### config.mk
export PLATFORM = sky130hd
export DESIGN_NAME = keypad_scan_debounce_display_mux
export DESIGN_NICKNAME = d
export VERILOG_FILES = /design/src/hw/rtl/kpsd_pkg.sv /design/src/hw/rtl/kpsd_step.sv /design/src/hw/rtl/keypad_scan_debounce_display_mux.sv
export SDC_FILE = /design/constraint.sdc
export NUM_CORES = 1
export LEC_CHECK = 0
export BUFFER_PORTS_ARGS = -buffer_cell sky130_fd_sc_hd__clkbuf_2
export CORE_AREA = 2 2 89 91
export DETAILED_ROUTE_END_ITERATION = 10
export DIE_AREA = 0 0 91 93
export GPL_TIMING_DRIVEN = 0
export PLACE_DENSITY = 0.78
export SKIP_CTS_REPAIR_TIMING = 1
export SYNTH_ARGS = -nofsm -noshare
export SYNTH_HDL_FRONTEND = slang
export SYNTH_SLANG_ARGS = --single-unit
### constraint.sdc
create_clock -name clk -period 3.2 [get_ports clk]
set_clock_uncertainty 0.1 [all_clocks]
set_input_delay 0.16 -clock clk [delete_from_list [all_inputs] [get_ports clk]]
set_output_delay 0.16 -clock clk [all_outputs]
set_load 0.01 [all_outputs]
### src/hw/rtl/kpsd_pkg.sv
package kpsd_pkg;

	localparam logic [5:0] DEBOUNCE_TICKS = 6'd32;
	localparam logic [5:0] IDLE_MARK      = 6'd33;

	localparam logic CMD_TICK = 1'b0;
	localparam logic CMD_ACK  = 1'b1;

	localparam logic [7:0] SEG_TABLE [32] = '{
		8'hfc, 8'h60, 8'hda, 8'hf2, 8'h66, 8'hb6, 8'hbe, 8'he0, 8'hfe, 8'hf6,
		8'hff, 8'hff, 8'hff, 8'hff, 8'hff, 8'hff, 8'hff,
		8'hee, 8'h3e, 8'h9c, 8'h7a, 8'h9e, 8'h8e,
		8'h00, 8'h00, 8'h00, 8'h00, 8'h00, 8'h00, 8'h00, 8'h00, 8'h00
	};

	typedef struct packed {
		logic [4:0] digit_four;
		logic [4:0] digit_three;
		logic [4:0] digit_two;
		logic [4:0] digit_one;
		logic [3:0] return_lines;
	} in_beat_t;

	typedef struct packed {
		logic [4:0] pad;
		logic       buzzer_request;
		logic       key_released;
		logic       key_valid;
		logic [3:0] pressed_key;
		logic [7:0] segment_drive;
		logic [3:0] scan_drive;
	} out_beat_t;

	typedef struct packed {
		logic [3:0] scan_position;
		logic [5:0] press_counter;
		logic [5:0] release_counter;
		logic [3:0] key_store;
		logic       ready_flag;
		logic       released_flag;
		logic       buzzer_flag;
		logic [3:0] scan_register;
		logic [7:0] segment_register;
	} scan_state_t;

	localparam scan_state_t STATE_RESET = '{
		scan_position:    4'd0,
		press_counter:    IDLE_MARK,
		release_counter:  DEBOUNCE_TICKS,
		key_store:        4'd0,
		ready_flag:       1'b0,
		released_flag:    1'b0,
		buzzer_flag:      1'b0,
		scan_register:    4'hf,
		segment_register: 8'hff
	};

endpackage

### src/hw/rtl/kpsd_step.sv
module kpsd_step (
	input  kpsd_pkg::scan_state_t st,
	input  logic                  command,
	input  kpsd_pkg::in_beat_t    beat,
	output kpsd_pkg::scan_state_t st_next
);
	import kpsd_pkg::*;

	logic [1:0] sub;
	logic [1:0] grp;
	logic [4:0] idx;
	logic       level_high;
	logic [5:0] press_dec;
	logic [5:0] release_dec;

	always_comb begin
		sub         = st.scan_position[1:0];
		grp         = st.scan_position[3:2];
		level_high  = beat.return_lines[sub];
		press_dec   = st.press_counter - 6'd1;
		release_dec = st.release_counter - 6'd1;
		case (grp)
			2'd0:    idx = beat.digit_one;
			2'd1:    idx = beat.digit_two;
			2'd2:    idx = beat.digit_three;
			default: idx = beat.digit_four;
		endcase

		st_next = st;
		if (command == CMD_ACK) begin
			if (st.released_flag) begin
				st_next.ready_flag    = 1'b0;
				st_next.released_flag = 1'b0;
			end
		end else begin
			if (sub == 2'd0) begin
				st_next.scan_register    = ~(4'b0001 << grp);
				st_next.segment_register = SEG_TABLE[idx];
			end else if (sub == 2'd3) begin
				st_next.segment_register = 8'h00;
			end

			if (st.ready_flag) begin
				if (!level_high) begin
					st_next.release_counter = DEBOUNCE_TICKS;
				end else if (release_dec == 6'd0) begin
					st_next.released_flag   = 1'b1;
					st_next.buzzer_flag     = 1'b0;
					st_next.release_counter = DEBOUNCE_TICKS;
				end else begin
					st_next.release_counter = release_dec;
				end
			end else if (st.press_counter == IDLE_MARK) begin
				if (!level_high) begin
					st_next.press_counter = press_dec;
					st_next.key_store     = st.scan_position;
				end
			end else if (press_dec == 6'd0) begin
				if (!level_high) begin
					st_next.ready_flag  = 1'b1;
					st_next.buzzer_flag = 1'b1;
				end
				st_next.press_counter = IDLE_MARK;
			end else begin
				st_next.press_counter = press_dec;
			end

			st_next.scan_position = st.scan_position + 4'd1;
		end
	end

endmodule

### src/hw/rtl/keypad_scan_debounce_display_mux.sv
// 4x4 keypad scanner with press/release debounce and a four-digit
// seven-segment display multiplexer.
// Slave side: one beat per scan tick or acknowledge. s_tuser selects the
// command (0 = scan tick, 1 = acknowledge after release); s_tdata carries
// the return line levels and the four digit table indices.
// Master side: one beat per slave beat, carrying the scan line and segment
// levels, the last key position and the key_valid, key_released and
// buzzer_request flags as they stand after that beat.
// The result reaches m_tvalid through an input register and a result
// register. Throughput: one beat per cycle while m_tready does not stall;
// the scan and debounce update is a combinational step.
// Reset: all lines high, segments 0xff, counters idle, flags clear, both
// channels empty.
// A stall on m_tready holds the result register and the input register;
// s_tready drops only once both are full.
module keypad_scan_debounce_display_mux (
	input  logic        clk,
	input  logic        arst_n,
	input  logic        s_tvalid,
	output logic        s_tready,
	input  logic [23:0] s_tdata,   // return_lines, digit_one, digit_two, digit_three, digit_four
	input  logic        s_tuser,   // command
	output logic        m_tvalid,
	input  logic        m_tready,
	output logic [23:0] m_tdata    // scan_drive, segment_drive, pressed_key, key_valid,
	                               // key_released, buzzer_request, zero padding
);
	import kpsd_pkg::*;

	logic        valid_s1;
	in_beat_t    beat_s1;
	logic        cmd_s1;
	logic        out_valid_q;
	out_beat_t   out_q;
	scan_state_t st_q;
	scan_state_t st_next;
	logic        out_free;
	logic        advance;

	assign out_free = !out_valid_q || m_tready;
	assign advance  = valid_s1 && out_free;
	assign s_tready = !valid_s1 || out_free;

	kpsd_step u_step (
		.st      (st_q),
		.command (cmd_s1),
		.beat    (beat_s1),
		.st_next (st_next)
	);

	always_ff @(posedge clk or negedge arst_n) begin
		if (!arst_n) begin
			valid_s1 <= 1'b0;
		end else if (s_tready) begin
			valid_s1 <= s_tvalid;
		end
	end

	always_ff @(posedge clk) begin
		if (s_tready && s_tvalid) begin
			beat_s1 <= in_beat_t'(s_tdata);
			cmd_s1  <= s_tuser;
		end
	end

	always_ff @(posedge clk or negedge arst_n) begin
		if (!arst_n) begin
			st_q        <= STATE_RESET;
			out_valid_q <= 1'b0;
		end else begin
			if (advance) begin
				st_q <= st_next;
			end
			if (out_free) begin
				out_valid_q <= valid_s1;
			end
		end
	end

	always_ff @(posedge clk) begin
		if (advance) begin
			out_q.pad            <= 5'd0;
			out_q.buzzer_request <= st_next.buzzer_flag;
			out_q.key_released   <= st_next.released_flag;
			out_q.key_valid      <= st_next.ready_flag;
			out_q.pressed_key    <= st_next.key_store;
			out_q.segment_drive  <= st_next.segment_register;
			out_q.scan_drive     <= st_next.scan_register;
		end
	end

	assign m_tvalid = out_valid_q;
	assign m_tdata  = 24'(out_q);

	a_scan_one_low: assert property (@(posedge clk) disable iff (!arst_n)
		$onehot0(~st_q.scan_register)) else $error("more than one scan line low");

	a_buzzer_ready: assert property (@(posedge clk) disable iff (!arst_n)
		st_q.buzzer_flag |-> st_q.ready_flag) else $error("buzzer without ready key");

	a_released_ready: assert property (@(posedge clk) disable iff (!arst_n)
		st_q.released_flag |-> st_q.ready_flag) else $error("release without ready key");

	a_press_range: assert property (@(posedge clk) disable iff (!arst_n)
		st_q.press_counter <= IDLE_MARK) else $error("press counter out of range");

endmodule
Word level (Yosys, flattened, before mapping):

Memories as Yosys holds them, arrays and structs flattened.
Cells that the tools add are included.

* bits in registers: 81
* ROM bits: 256
* input bits: 29
* output and inout bits: 26
* logic and storage cells: 82
* memories: 1

Memories
* (no name shown): depth 32, bits a word 8, rd ports 1, clocked after Yosys merged registers in 0, wr ports 0, line kpsd_step.sv:38 `st_next.segment_register = SEG_TABLE[idx];`

* add/sub/neg operators: 3
* magnitude comparators: 2
* equality and inequality tests: 5
* shifts and indexed selects: 1
* multiplexer cells: 30
* bitwise logic cells: 4
* reduce and logical (&&, ||, !) cells: 13

Operator list (count)
* $mux 8: 4
* $mux 6: 5
* $mux 4: 4
* $pmux 5 s3: 1
* $mux 13: 1
* $logic_not 6->1: 2
* $sub 6x1->6 const B: 2
* $mux 1: 9
* $mux 2: 4
* $eq 6x6->1 const B: 1
* $ge 6x6->1 const B: 1
* $not 5->6: 1
* $mux 5: 1
* $add 4x1->4 const B: 1
* $eq 2x2->1 const B: 2
* $logic_not 2->1: 2
* $not 4->4: 1
* $reduce_and 4->1: 1
* $shl 1x2->4 const A: 1
* $lt 2x3->1 const B: 1
* $reduce_and 3->1: 1
* $bmux 1 s2: 1
* $eq 2x1->1 const B: 1
* $logic_and 1x1->1: 2
* other kinds (5): 8

Depth between registers and ports, before layout:

Gate-level depths: netlist (run 1).

* depth in word-level cells: 8
* depth in mapped cells: 8
* mapped depth without buffers: 7

Cells and area by module:

From an unflattened synthesis (run 1), not the netlist that was laid out.

* cell total of the unflattened synthesis: 320
* area total of the unflattened synthesis: 4237.8 sq um

By module, submodules not included
* keypad_scan_debounce_display_mux: times used 1, cells each 132, area each 2899.0 sq um, sequential area each 2265.9 sq um
* kpsd_step: times used 1, cells each 188, area each 1338.8 sq um, sequential area each 0.0 sq um

Least setup slack after synthesis (run 1):

Ideal clock, no wire load.

* path kind: reg2reg
* from: register st_q[33] (netlist name)
* to: register out_q (netlist bit m_tdata[10]) (data pin)
* setup time: 0.261 ns
* arrival: 2.129 ns
* data required time: 2.839 ns
* setup slack: 0.710 ns
* cell stages (with the launch flop): 8
* path buffers: 1
* clock period less this slack: 2.490 ns
* cells stage by stage: dfrtp_1 buf_6 mux4_2 inv_1 ha_1 or3_1 a21oi_2 o31ai_1

RTL lines
* from (decl): line keypad_scan_debounce_display_mux.sv:35 `scan_state_t st_q;`
* from (signal assigned): line keypad_scan_debounce_display_mux.sv:72 `st_q <= st_next;`
* to (decl): line keypad_scan_debounce_display_mux.sv:34 `out_beat_t out_q;`

==> results of run 1 <==
per-stage QoR:
step | area, um^2 | power (mW) | setup slack, ns
finish | 4830 | 3.75 | 0.469
global route | 4830 | 4.00 | 0.291
CTS | 4560 | 3.73 | 0.452
detailed placement | 4380 | 3.02 | 0.485
global placement | 4380 | 2.96 | 0.499
floorplan | 4010 | 2.66 | 0.710
flip-flops by register name, indices dropped and copies added, names as in the netlist:
signal / count
st_q: 35
beat_s1: 24
m_tdata: 19
cmd_s1: 1
m_tvalid: 1
valid_s1: 1
final cells by class:
cell class	instances	area [um^2]	area share, %
buffer	17	105	2.18
clock buffer	9	124	2.56
clock inverter	7	58.8	1.22
inverter	19	71.3	1.48
multi-input combinational	206	1560	32.4
sequential	81	2270	46.9
tap	102	128	2.64
timing repair buffer	76	515	10.7
logic make-up after synthesis:
kind of cell | share of synthesized area [%]
and+or+nand+nor | 13.4
DFF | 56.8
AOI/OAI and AO/OA | 10.7
buffers and inverters | 4.42
muxes | 8.53
adders and majority gates | 4.39
xor gates and xnor gates | 1.76
other | 0.0940
power by group through the flow:
stage          Sequential (mW)  Combinational, mW  Clock (mW)
4_1_cts                   1.61               1.41       0.713
2_1_floorplan             1.61               1.05           0
5_1_grt                   1.64               1.60       0.762
6_report                  1.61               1.44       0.703
3_5_place_dp              1.62               1.40           0
3_3_place_gp              1.60               1.36           0
cells in the mapped netlist, types with 4 or more instances:
library cell | instances | area share (%)
ha_1 | 14 | 4.4
xnor2_1 | 6 | 1.3
mux4_2 | 5 | 2.8
nor2_1 | 20 | 1.9
nand4_1 | 4 | 0.63
nand2b_1 | 11 | 1.7
nor2b_1 | 5 | 0.78
buf_4 | 6 | 1.1
nor3_1 | 6 | 0.75
o21ai_0 | 11 | 1.4
edfxtp_1 | 44 | 33
dfstp_2 | 15 | 9.9
nand3_1 | 4 | 0.50
inv_1 | 18 | 1.7
clkbuf_1 | 5 | 0.47
nor4_1 | 5 | 0.78
mux2_2 | 9 | 2.5
nand2_1 | 23 | 2.2
a31oi_1 | 4 | 0.63
dfrtp_1 | 22 | 14
mux2_4 | 4 | 1.5
o221ai_1 | 4 | 0.88
a21o_1 | 4 | 0.75
mux2i_1 | 4 | 1.0
worst min-delay path by stage:
stage                 from     endpoint  cells after the start
6_report          m_tready     valid_s1                      4
5_1_grt           m_tready     valid_s1                      4
4_1_cts             arst_n     st_q[28]                      1
3_5_place_dp   s_tdata[17]  beat_s1[17]                      1
3_3_place_gp    s_tdata[7]   beat_s1[7]                      1
2_1_floorplan       arst_n     m_tvalid                      0
worst max-delay path: stages (launching register included):
cell	delay, ns
dfrtp_1	0.43
buf_6	0.18
mux4_2	0.63
inv_1	0.17
ha_1	0.29
or3_1	0.41
a21oi_2	0.17
o31ai_1	0.10
cells in the final DEF, fill, tap and decap left out, types with 5 or more instances in the layout:
| master | Yosys | final |
|---|---|---|
| buf_4 | 6 | 6 |
| clkbuf_1 | 5 | 5 |
| clkbuf_2 | 1 | 50 |
| clkbuf_8 | 0 | 9 |
| conb_1 | 1 | 5 |
| dfrtp_1 | 22 | 22 |
| dfstp_2 | 15 | 15 |
| dlygate4sd3_1 | 0 | 27 |
| edfxtp_1 | 44 | 44 |
| ha_1 | 14 | 14 |
| inv_1 | 18 | 18 |
| mux2_2 | 9 | 9 |
| mux4_2 | 5 | 5 |
| nand2_1 | 23 | 23 |
| nand2b_1 | 11 | 11 |
| nor2_1 | 20 | 20 |
| nor2b_1 | 5 | 5 |
| nor3_1 | 6 | 6 |
| nor4_1 | 5 | 5 |
| o21ai_0 | 11 | 11 |
| xnor2_1 | 6 | 6 |
routing by layer:
layer,up-vias,share of wire (%),global-route usage (%)
met5,-,0,0
met4,0,1.8,7.95
met3,12,4.8,3.71
met2,89,49,30.4
met1,1325,45,24.8
li1,1352,-,-
==> impl_metrics.env, run 1 <==
export IMPL_drtPass1Iterations=4
export IMPL_reg2reg_slack_ns=0.47
export IMPL_cts_inserted_buffers=9
export IMPL_ys_async_sr_fraction_pct=45.7
export IMPL_post_route_util_pct=64.2
export IMPL_io_pins=55
export IMPL_pwr_share_seq_pct=42.9
export IMPL_crit_path_end_kind="register"
export IMPL_synth_area_per_cell_um2=12.5
export IMPL_start_util_pct=53.0
export IMPL_io_buffers=49
export IMPL_holdWs_ns=0.0962
export IMPL_placed_cells=474
export IMPL_layout_cells_non_filler=517
export IMPL_htree_levels=3
export IMPL_vias_per_cell=5.37
export IMPL_switching_share_pct=36.2
export IMPL_cp_required_ns=3.21
export IMPL_wl_per_cell_um=15.0
export IMPL_die_w_um=91
export IMPL_worst_pin_slew_ns=1.08
export IMPL_syn_to_final_growth_pct=21.1
export IMPL_ys_ff_latch=81
export IMPL_root_buffer="clkbuf_8"
export IMPL_dr_total_vias=2778
export IMPL_worstSetupPathType="reg2reg"
export IMPL_core_area_um2=7530
export IMPL_crit_arrival_ns=2.74
export IMPL_antenna_left=0
export IMPL_rr_startpoint="st_q[33]"
export IMPL_worst_hold_path_type="in2reg"
export IMPL_max_freq_mhz=366
export IMPL_final_min_clock_period_ns=2.73
export IMPL_comb_power_share_pct=38.4
export IMPL_power_frac_clock_pct=18.8
export IMPL_rows=32
export IMPL_worstPathMaxFanout=10
export IMPL_relSlewSlack_pct=27.9
export IMPL_endpoint="m_tdata[10]"
export IMPL_cts_clk_slew_worst_paths_ns=0.09
export IMPL_cts_sinks=81
export IMPL_die_h_um=93
export IMPL_grt_pass1_vias=2549
export IMPL_n_antenna_cell=0
export IMPL_p_sw_mw=1.36
export IMPL_hold_viol=0
export IMPL_max_vdd_ir_drop_mv=0.426
export IMPL_grt_usage_pct=18.7
export IMPL_drcViolationCount=0
export IMPL_synthFlopType="edfxtp_1"
export IMPL_drive_gt1_share_pct=27.5
export IMPL_rsz0062_at_grt="false"
export IMPL_min_period_over_period_pct=85.3
export IMPL_slew_violations=0
export IMPL_drt_wl_total_mm=7.75
export IMPL_status="finished, final reports clean"
export IMPL_powerDensity_nw_per_um2=775
export IMPL_reg2regPathDepth=7
export IMPL_first_iter_violations=103
export IMPL_num_fill_cells=590
export IMPL_antenna_found_initial=0
export IMPL_grt_max_degree=38
export IMPL_syn_inst=319
export IMPL_nets=453
export IMPL_cp_start_kind="register"
export IMPL_cp_startpoint="st_q[33]"
export IMPL_yosys_warnings=0
export IMPL_r2r_end="m_tdata[10]"
export IMPL_cts_tree="built"
export IMPL_overflow=0
export IMPL_fp_dieArea_um2=8460
export IMPL_finalSetupViolCount=0
export IMPL_clock_latency_ns=0.36
export IMPL_p_leak_nw=2.04
export IMPL_ys_seq_area_share_pct=56.8
export IMPL_drv_cap=0
export IMPL_place_congestion=0.815
export IMPL_synthesis_area_um2=3990
export IMPL_synthDistinctLibCells=67
export IMPL_grt_pass1_wl_mm=12.4
export IMPL_tns_ns=0
export IMPL_dp_hpwl_mm=5.17
export IMPL_ctsLongestPathBuffers=2
export IMPL_internal_power_mw=2.39
export IMPL_synth_edf_count=44
Note: power is estimated with default switching activity, not from simulation.
==> run 2: changes to the inputs <==
--- a/config.mk
+++ b/config.mk
@@ -5,7 +5,7 @@
 export SDC_FILE = /design/constraint.sdc
 export NUM_CORES = 1
 export LEC_CHECK = 0
-export BUFFER_PORTS_ARGS = -buffer_cell sky130_fd_sc_hd__clkbuf_2
+export BUFFER_PORTS_ARGS = -buffer_cell sky130_fd_sc_hd__buf_4
 export CORE_AREA = 2 2 89 91
 export DETAILED_ROUTE_END_ITERATION = 10
 export DIE_AREA = 0 0 91 93
==> run 2 against run 1 <==
Non-clock buffer count did not move. Critical endpoint unchanged. Setup slack worse by 0.011 ns. Cell area increased by 2.7%. Largest cell class unchanged. Combinational power rose by 3%. Via count increased by 0.43%.
==> impl_metrics.env, run 2 (synthesized netlist as in run 1, its figures left out) <==
export IMPL_final_min_clock_period_ns=2.74
export IMPL_powerDensity_nw_per_um2=771
export IMPL_grt_pass1_vias=2615
export IMPL_max_freq_mhz=365
export IMPL_min_period_over_period_pct=85.7
export IMPL_root_buffer="clkbuf_8"
export IMPL_placed_cells=474
export IMPL_reg2reg_slack_ns=0.46
export IMPL_grt_usage_pct=18.2
export IMPL_path_cells="buf_6 > mux4_2 > inv_1 > ha_1 > or3_1 > a21oi_2 > o31ai_1"
export IMPL_crit_path_end_kind="register"
export IMPL_rows=32
export IMPL_p_leak_nw=2.08
export IMPL_top_register="st_q"
export IMPL_crit_path_max_incr_delay_ns=0.63
export IMPL_layout_cells_non_filler=517
export IMPL_final_common_cell="buf_4"
export IMPL_syn_to_final_growth_pct=24.4
export IMPL_finalSetupViolCount=0
export IMPL_cts_sinks=81
export IMPL_ctsLongestPathBuffers=2
export IMPL_hold_viol=0
export IMPL_fin_area_um2=4960
export IMPL_cp_required_ns=3.21
export IMPL_placed_cell_area_um2=4500
export IMPL_wl_per_cell_um=15.3
export IMPL_start_util_pct=53.0
export IMPL_worstSetupPathType="reg2reg"
export IMPL_cts_inserted_buffers=9
export IMPL_io_buffers=49
export IMPL_drt_wl_total_mm=7.89
export IMPL_drv_cap=0
export IMPL_first_iter_violations=119
export IMPL_cts_clk_slew_worst_paths_ns=0.10
export IMPL_cp_start_kind="register"
export IMPL_drtPass1Iterations=4
export IMPL_die_h_um=93
export IMPL_cpLargestDelayFamily="multiplexers"
export IMPL_core_area_um2=7530
export IMPL_dr_total_vias=2790
export IMPL_relSlewSlack_pct=26.5
export IMPL_io_pins=55
export IMPL_n_antenna_cell=0
export IMPL_dp_hpwl_mm=5.04
export IMPL_cts_tree="built"
export IMPL_htree_levels=3
export IMPL_reg2regPathDepth=7
export IMPL_worst_pin_slew_ns=1.10
export IMPL_drive_gt1_share_pct=27.5
export IMPL_status="finished, final reports clean"
export IMPL_crit_arrival_ns=2.75
export IMPL_cp_num_buf_inv=2
export IMPL_slew_violations=0
export IMPL_grt_pass1_wl_mm=12.1
export IMPL_die_w_um=91
export IMPL_fp_dieArea_um2=8460
export IMPL_rsz0062_at_grt="false"
export IMPL_worstPathMaxFanout=10
export IMPL_vias_per_cell=5.40
export IMPL_largest_reg_flops=35
export IMPL_cp_slowest_cell="mux4_2"
export IMPL_layout_common_cells="buf_4 (55), edfxtp_1 (44), dlygate4sd3_1 (27)"
export IMPL_worst_hold_path_type="in2reg"
export IMPL_place_congestion=0.816
export IMPL_holdPathStages=3
export IMPL_cp_depth=7
export IMPL_antenna_left=0
export IMPL_max_vdd_ir_drop_mv=0.453
export IMPL_clock_latency_ns=0.37
export IMPL_nets=453
export IMPL_antenna_found_initial=0
export IMPL_drcViolationCount=0
export IMPL_tns_ns=0
export IMPL_grt_max_degree=38
export IMPL_overflow=0
==> run 2: changes by cell type in the layout (fill, tap and decap cells not counted) <==
| cell | previous run | this run |
|---|---|---|
| buf_4 | 6 | 55 |
| clkbuf_2 | 50 | 1 |
| clkinv_4 | 1 | 0 |
| clkinvlp_4 | 2 | 1 |
| inv_6 | 4 | 3 |
| inv_8 | 0 | 3 |
==> run 2: area by class of cell <==
type                            instances  area [um^2]
Buffer                                 17          105
Inverter                               19         71.3
Clock inverter                          7         67.6
Tap cell                              102          128
Clock buffer                            9          124
Multi-Input combinational cell        206         1560
Sequential cell                        81         2270
Timing Repair Buffer                   76          638
Fill cell                             577         2560
==> run 2: metrics by stage <==
step	utilization [%]	hold slack, ns	setup WS, ns	power [mW]
floorplan	-	-0.236	0.710	2.66
global placement	59.8	0.0532	0.491	3.01
detailed placement	59.8	0.0566	0.488	3.05
CTS	62.4	-0.346	0.451	3.80
global route	65.9	0.114	0.311	4.08
finish	65.9	0.0968	0.458	3.83
==> run 2: routing by layer <==
metal  vias to the layer above  share of wire, %  global-route usage, %  wire [um]
met5                         -                 0                      0          0
met3                        16               3.8                   3.38        303
met1                      1350                44                   24.0       3480
met4                         0               2.4                   8.59        186
li1                       1350                 -                      -          -
met2                        74                50                   29.5       3920
==> run 2: report_power, final <==
| part | switching (mW) | internal, mW |
|---|---|---|
| Combinational | 0.784 | 0.691 |
| Clock | 0.439 | 0.306 |
| Sequential | 0.162 | 1.44 |
| Total | 1.39 | 2.44 |
==> run 2: final timing paths <==
path,start,endpoint
setup reg to reg,st_q[33],m_tdata[10]
setup / recovery,st_q[33],m_tdata[10]
hold / removal,m_tready,m_tvalid
min in group asynchronous,arst_n,st_q[33]
hold reg to reg,st_q[24],st_q[24]
max in group asynchronous,arst_n,st_q[24]
==> run 2: worst register-to-register path, stage by stage, from the launching register on <==
cell and delay (ns):
dfrtp_1 0.43, buf_6 0.18, mux4_2 0.63, inv_1 0.18, ha_1 0.29, or3_1 0.40, a21oi_2 0.17, o31ai_1 0.10
==> run 3: changes to the inputs <==
--- a/config.mk
+++ b/config.mk
@@ -9,7 +9,6 @@
 export CORE_AREA = 2 2 89 91
 export DETAILED_ROUTE_END_ITERATION = 10
 export DIE_AREA = 0 0 91 93
-export GPL_TIMING_DRIVEN = 0
 export PLACE_DENSITY = 0.78
 export SKIP_CTS_REPAIR_TIMING = 1
 export SYNTH_ARGS = -nofsm -noshare
==> run 3 against run 2 <==
Fmax is 6.6% higher. First-iteration DRC count increased by 32%. Sequential share of layout area increased by 0.77 points. Global-route usage decreased by 0.37 points. Critical path type unchanged. Largest cell class unchanged. Largest power group unchanged. Highest routed layer unchanged.
==> impl_metrics.env, run 3 (synthesized netlist as in run 1, its figures left out) <==
export IMPL_status="finished, final reports clean"
export IMPL_core_area_um2=7530
export IMPL_cts_tree="built"
export IMPL_worstSetupPathType="reg2reg"
export IMPL_drv_cap=0
export IMPL_antenna_found_initial=0
export IMPL_relSlewSlack_pct=26.2
export IMPL_fp_dieArea_um2=8460
export IMPL_p_sw_mw=1.33
export IMPL_pwr_share_seq_pct=44.3
export IMPL_min_period_over_period_pct=80.4
export IMPL_die_w_um=91
export IMPL_crit_arrival_ns=2.57
export IMPL_cts_sinks=81
export IMPL_dr_total_vias=2754
export IMPL_layout_common_cells="buf_4 (53), edfxtp_1 (44), dlygate4sd3_1 (27)"
export IMPL_max_freq_mhz=389
export IMPL_grt_usage_pct=17.9
export IMPL_syn_to_final_growth_pct=22.3
export IMPL_grt_pass1_wl_mm=11.9
export IMPL_tns_ns=0
export IMPL_worstPathMaxFanout=8
export IMPL_drt_wl_total_mm=7.45
export IMPL_cts_clk_slew_worst_paths_ns=0.09
export IMPL_drive_gt1_share_pct=26.6
export IMPL_final_min_clock_period_ns=2.57
export IMPL_placed_cells=461
export IMPL_cp_required_ns=3.20
export IMPL_rows=32
export IMPL_worst_hold_path_type="in2reg"
export IMPL_vias_per_cell=5.46
export IMPL_io_buffers=49
export IMPL_powerDensity_nw_per_um2=763
export IMPL_hold_viol=0
export IMPL_die_h_um=93
export IMPL_first_iter_violations=157
export IMPL_setup_slack_ns=0.628
export IMPL_io_pins=55
export IMPL_crit_path_end_kind="register"
export IMPL_clock_latency_ns=0.36
export IMPL_grt_pass1_vias=2489
export IMPL_n_antenna_cell=0
export IMPL_power_frac_clock_pct=18.8
export IMPL_holdWs_ns=0.0985
export IMPL_layout_cells_non_filler=504
export IMPL_antenna_left=0
export IMPL_root_buffer="clkbuf_8"
export IMPL_drcViolationCount=0
export IMPL_final_common_cell="buf_4"
export IMPL_p_leak_nw=2.02
export IMPL_ctsLongestPathBuffers=2
export IMPL_finalSetupViolCount=0
export IMPL_htree_levels=3
export IMPL_dp_hpwl_mm=5.01
export IMPL_wl_per_cell_um=14.8
export IMPL_slew_violations=0
export IMPL_rsz0062_at_grt="false"
export IMPL_max_vdd_ir_drop_mv=0.459
export IMPL_internal_power_mw=2.40
export IMPL_start_util_pct=53.0
export IMPL_nets=440
export IMPL_switching_share_pct=35.7
export IMPL_grt_max_degree=38
export IMPL_largest_reg_flops=35
export IMPL_dp_slack_ns=0.653
export IMPL_worst_pin_slew_ns=1.11
export IMPL_cts_inserted_buffers=9
export IMPL_overflow=0
export IMPL_drtPass1Iterations=4
export IMPL_top_register="st_q"
export IMPL_cp_start_kind="register"
export IMPL_comb_power_share_pct=36.8
export IMPL_place_congestion=0.873
[run 3: changes by cell type in the layout (fill, tap and decap cells not counted), sizes merged]
cell,before,now
clkinvlp,1,3
clkbuf,15,9
inv,24,22
buf,60,53
[run 3: worst paths after layout]
| kind | startpoint | to | slack (ns) | depth (start not counted) |
|---|---|---|---|---|
| hold reg to reg | st_q[24] | st_q[24] | 0.37 | 2 |
| max in group asynchronous | arst_n | st_q[6] | 2.43 | 2 |
| setup / recovery | st_q[33] | m_tdata[10] | 0.63 | 6 |
| setup reg to reg | st_q[33] | m_tdata[10] | 0.63 | 6 |
| hold / removal | m_tready | valid_s1 | 0.1 | 4 |
| min in group asynchronous | arst_n | st_q[29] | 0.20 | 2 |
[run 3: cell type report]
type	count	area (um^2)
clock inverter	7	60.1
clock buffer	9	124
multi-input combinational	206	1560
tap	102	128
timing repair buffer	80	668
fill	599	2650
sequential	81	2270
inverter	19	71.3
[run 3: per-layer routing]
metal | routed length [um] | share of wire [%] | track usage (%) | up-vias
met4 | 147 | 2.0 | 7.32 | 0
met1 | 3440 | 46 | 24.4 | 1326
met5 | 0 | 0 | 0 | -
met3 | 303 | 4.1 | 4.11 | 15
met2 | 3560 | 48 | 27.8 | 84
li1 | - | - | - | 1329
[run 3: power by group through the flow]
stage	clock [mW]	sequential [mW]	combinational (mW)
after floorplan	0	1.61	1.05
after global placement	0	1.65	1.30
after detailed placement	0	1.66	1.34
after CTS	0.720	1.65	1.35
after global routing	0.764	1.69	1.52
final	0.702	1.65	1.37
[run 3: critical path, stage by stage (launching register included)]
cell	delay, ns
dfrtp_1	0.48
mux4_2	0.64
inv_1	0.17
ha_1	0.29
or3_1	0.39
a21oi_2	0.16
o31ai_1	0.09
[run 3: stage by stage]
stage	utilization, %	total power, mW	area (um^2)
detailed placement	58.8	3.00	4430
floorplan	-	2.66	4010
finish	64.8	3.73	4880
global route	64.8	3.97	4880
CTS	61.3	3.71	4610
global placement	58.8	2.96	4430
